## src/hdl/pad_div.sv

```systemverilog
// Pipelined restoring divide, 32 quotient bits, two per stage.
module pad_div (
  input  logic        clk,
  input  logic        en,
  input  logic [63:0] num,
  input  logic [30:0] den,
  output logic [31:0] quo
);

  logic [30:0] rem_r [1:15];
  logic [31:0] lo_r  [1:15];
  logic [31:0] q_r   [1:16];

  for (genvar j = 0; j < 16; j++) begin : g_st
    logic [30:0] rem_cur, r1, r2;
    logic [31:0] lo_cur, q_cur, t1, t2;
    logic        ge1, ge2;

    if (j == 0) begin : g_first
      assign rem_cur = num[62:32];
      assign lo_cur  = num[31:0];
      assign q_cur   = '0;
    end else begin : g_mid
      assign rem_cur = rem_r[j];
      assign lo_cur  = lo_r[j];
      assign q_cur   = q_r[j];
    end

    always_comb begin
      t1  = {rem_cur, lo_cur[31]};
      ge1 = t1 >= {1'b0, den};
      r1  = ge1 ? 31'(t1 - {1'b0, den}) : t1[30:0];
      t2  = {r1, lo_cur[30]};
      ge2 = t2 >= {1'b0, den};
      r2  = ge2 ? 31'(t2 - {1'b0, den}) : t2[30:0];
    end

    always_ff @(posedge clk) begin
      if (en) begin
        q_r[j+1] <= {q_cur[29:0], ge1, ge2};
      end
    end

    if (j < 15) begin : g_lo
      always_ff @(posedge clk) begin
        if (en) begin
          rem_r[j+1] <= r2;
          lo_r[j+1]  <= {lo_cur[29:0], 2'b00};
        end
      end
    end
  end

  assign quo = q_r[16];

endmodule

```

## config.mk

```make
export PLATFORM = sky130hd
export DESIGN_NAME = pad_div
export DESIGN_NICKNAME = d
export VERILOG_FILES = /design/src/hdl/pad_div.sv
export SDC_FILE = /design/constraint.sdc
export NUM_CORES = 2
export LEC_CHECK = 0
export ABC_AREA = 1
export BUFFER_PORTS_ARGS = -buffer_cell sky130_fd_sc_hd__buf_2
export CAP_MARGIN = 20
export CORE_ASPECT_RATIO = 1.25
export CORE_UTILIZATION = 45
export CTS_CLUSTER_SIZE = 28
export DETAILED_ROUTE_END_ITERATION = 8
export SLEW_MARGIN = 10
export SYNTH_ARGS = -nofsm -noshare
export SYNTH_HDL_FRONTEND = slang
export SYNTH_SLANG_ARGS = --single-unit
```

## constraint.sdc

```tcl
create_clock -name clk -period 7.45 [get_ports clk]
set_clock_uncertainty 0.1 [all_clocks]
set_input_delay 0.745 -clock clk [delete_from_list [all_inputs] [get_ports clk]]
set_output_delay 0.745 -clock clk [all_outputs]
set_load 0.01 [all_outputs]
```

* Yosys cells after proc, flatten, opt, wreduce, memory -nomap -nowiden
Memories as Yosys holds them, arrays and structs flattened.
Index checks and enable logic that the tools add are counted.
** Operators by class
- Add/sub/neg operators :: 31
- Magnitude comparators :: 32
- Mux-type cells :: 33
** Operators by type and width (number)
- 32-bit by 31-bit greater-or-equal comparator with 1-bit output :: 32
- 31-bit 2-to-1 mux :: 31
- 31-bit subtractor :: 31
- 1-bit 2-to-1 mux :: 2
** Word-level totals
- Register bits :: 0
- RAM bits :: 1427
- Input bits :: 97
- Output and inout port bits :: 32
- Word-level logic and storage cells :: 99
- Memories :: 3
** Memories
- q_r :: depth 16, bits a word 32, read ports 16, clocked after memory_dff 0, wr ports 16, line 12 : logic [31:0] q_r [1:16];
- rem_r :: depth 15, bits a word 31, read ports 15, clocked after memory_dff 0, wr ports 15, line 10 : logic [30:0] rem_r [1:15];
- lo_r :: depth 15, bits a word 30, read ports 15, clocked after memory_dff 0, wr ports 15, line 11 : logic [31:0] lo_r [1:15];

* Depth between registers and ports, before layout
An unclocked memory read counts as a cell.
- Depth in word-level cells :: 5
- Gate-level depth with buffers :: 35
- Depth with buffers taken out :: 34

* Worst setup path before layout
Ideal clock, no wire load.
- Path kind :: in2reg
- Start :: in den[1]
- End :: reg, netlist name rem_r[1][171]
- Setup time :: 253 ps
- Data arrival time :: 5196 ps
- Required time :: 7097 ps
- Setup slack :: 1901 ps
- Cell stages on the path :: 28
- Path buffers :: 2
- Cells stage by stage :: inv_1 > fa_1 > nand2_1 > inv_2 > o21ai_1 > nand2_1 > nand2_1 > nand2_1 > nand2_1 > nand2_2 > nand2_1 > nand3_2 > buf_2 > nand2_1 > o21ai_0 > inv_1 > fa_1 > o21ai_1 > a21oi_1 > o21bai_2 > nand3_1 > nand3_1 > nand2_1 > nand2_1 > nand2_1 > clkbuf_1 > nand3_1 > nand2_1
** RTL lines
- from (decl) :: line 6 : input logic [30:0] den,

==> metrics <==
outcome=complete, no violations; DR WL met2=170100 um; Setup TNS=0 ns; TritonCTS buffer count=109; pin count of the biggest net entering global routing=155; via count of the first global-routing pass=93490; clock tree from TritonCTS=yes; count of distinct cell types in the synthesized netlist=57; Routed Antenna Nets=0; Final Wtd Congestion=1.009; clock-pin slew on the worst setup and hold paths=0.06 ns; largest fanout on the critical path=32; cells taking the most area after synthesis=sky130_fd_sc_hd__edfxtp_1 (30%), sky130_fd_sc_hd__nand2_1 (16%), sky130_fd_sc_hd__ha_1 (13%), sky130_fd_sc_hd__nand3_1 (5.8%), sky130_fd_sc_hd__a21oi_1 (5.4%); maximum number of buffers from clock root to sink=3; PnR worst setup slack=1.435 ns; clock tree sinks=977; io pins=129; netlist area before placement=98800 um2; post-synthesis cell count=14020; number of levels in the clock H-tree=3; overflow left after global routing=0; wire length of the first global-routing pass=542200 um; slowest stage cell, crit path=sky130_fd_sc_hd__o21ai_1; layout overhead on the synthesized area=8.983%; wire length per cell after detailed routing=21.01 um; overall routing resource usage=31.57%; hold path depth=1; Slowest Stage Delay on Critical Path=0.64 ns; cell at the root of the clock tree=sky130_fd_sc_hd__clkbuf_16; unrepaired setup endpoints after global routing=no; placement row count=191; max-slew violation count=0; half-perimeter wire length after detailed placement=285100 um; Yosys warning count=0; transition time at the pin with the least slew margin=1.127 ns; Synth Register Bits=977; routed length on met3=20310 um; via count=97550; portion of the clock cycle consumed by the worst path in the final layout=80.74%; logic depth of the worst path, buffers included=27; final cell area excluding filler cells=107700 um2; Main synth FF type=sky130_fd_sc_hd__edfxtp_1; height of the chip=525.9 um; Async S/R FF share, synth=0%; Finish-stage setup viols=0; final hold slack=0.06771 ns; M1 wire length=145500 um; maximum achievable frequency=0.1663 GHz; data arrival time at the worst-slack endpoint=6.54 ns; library cell occupying the most area in the post-synthesis netlist=sky130_fd_sc_hd__edfxtp_1; core area=217500 um2; number of max-capacitance violations reported=0; Detailed Route WL=362200 um; top metal layer carrying routed signals=met5; WP data required=7.97 ns; effective utilization at floorplan=45.43%; total DRC errors in the routed layout=0; Seq/Total Area, Yosys=29.69%; number of failing hold endpoints at the final stage=0; type of element capturing the critical path=flip-flop; family of cells with the greatest summed delay on the critical path=buffers and inverters; DRT Pass-1 Iters=8; Tmin final=6.015 ns; floorplan die area=221400 um2; buffers and inverters on the worst path=7; count of input and output buffers=127; area share of the largest cell type after synthesis=29.69%; type of the setup path with the least slack=primary input to flip-flop; Total Nets Final=15370; DP Worst Slack=0.7551 ns; cell type with the highest occurrence count on the critical path=sky130_fd_sc_hd__nand2_1; clock latency on the worst-skew pair=0.78 ns; initial antenna violation count=13; Mapped Nets=15140; Startpoint Class=primary input; worst slew margin relative to its limit=24.89%; Post-DP Area=103700 um2; Post-synth EDFFs=977; r2r worst-path depth=30; fraction of final layout cells sized beyond drive strength 1=5.277%; Die Wd=421.1 um; number of DRC violations after detailed-routing iteration 0=8187; mean post-synth cell area=7.046 um2; Tightest Hold Check Type=primary input to flip-flop; routed vias/inst=5.657; count of fill cells added during filler insertion=22050
## metrics by stage
stage / util (%) / instances
after floorplan: - / 14020
final: 49.51 / 17240
after CTS: 49.49 / 17240
after global routing: 49.51 / 17240
after detailed placement: 47.69 / 17010
after global placement: 47.66 / 17010
## synth_stat cells, drive strengths merged (3+ instances only)
cell type and instances:
buf 227, nand3 1164, ha 992, xnor2 286, nor4 60, o21ai 866
edfxtp 977, nand3b 82, o211ai 42, a31o 4, nand2 4238, nor2 1284
nand4 132, clkbuf 11, and3 15, o221a 15, a21o 152, xor2 342
a21boi 43, nor3 191, nand2b 3, o21a 59, a21oi 1080, a31oi 48
or2 60, and2 6, a211oi 18, inv 1434, o21bai 147, a221oi 8
fa 31
## path summary, 6_finish.rpt
kind                    start       endpoint  slack (ns)
hold / removal         num[8]    lo_r[0][38]        0.07
setup / recovery      den[14]  rem_r[0][202]        1.44
setup reg to reg  lo_r[0][59]   rem_r[0][74]        1.70
hold reg to reg   q_r[0][429]    q_r[0][463]        0.30
## flip-flops by register name, summed over array words and instances (netlist names)
name   flops
rem_r    465
lo_r     240
q_r      272
## cells by family after synthesis
family / share of synthesized area, %
DFF: 29.69
AOI/OAI and AO/OA: 14.17
buffers and inverters: 6.869
and+or+nand+nor: 30.51
xor gates and xnor gates: 5.567
adders and majority gates: 13.19
## placed cells by master, fill, tap and decap left out, drive strengths merged, types with 12 or more instances in the layout
cell type	Yosys	routed
nand2	4238	4238
inv	1434	1436
nor2	1284	1284
nand3	1164	1164
a21oi	1080	1080
ha	992	992
edfxtp	977	977
o21ai	866	866
xor2	342	342
buf	227	333
xnor2	286	286
nor3	191	191
a21o	152	152
o21bai	147	147
nand4	132	132
clkbuf	11	117
nand3b	82	82
clkinv	1	63
nor4	60	60
or2	60	60
o21a	59	59
a31oi	48	48
a21boi	43	43
o211ai	42	42
fa	31	31
dlygate4sd3	0	21
a211oi	18	18
and3	15	15
o221a	15	15
clkinvlp	0	12
bufinv	0	12
## routing by layer
metal,up-vias,track usage (%)
li1,47960,-
met1,45280,37.97
met2,3395,53.68
met3,905,3.319
met4,6,20.20
met5,-,0
## final cells by class
cell class                      instances  area (um2)  area share [%]
Antenna cell                            5       12.51         0.01162
Timing Repair Buffer                  354        2890           2.684
Clock inverter                         88       963.4          0.8947
Inverter                             1435        5415           5.029
Sequential cell                       977       29340           27.25
Tap cell                             2895        3622           3.364
Multi-Input combinational cell      11370       62680           58.21
Clock buffer                          117        2758           2.561
## what timing repair did
action,in CTS,in global routing
buffers inserted,0,0
endpoints found under the hold margin,21,0
resized for setup,0,0
hold buffers,21,0
Power is left out: the tool's default activity adds up to more than one toggle a clock period on the data nets, which glitch-free logic cannot reach.
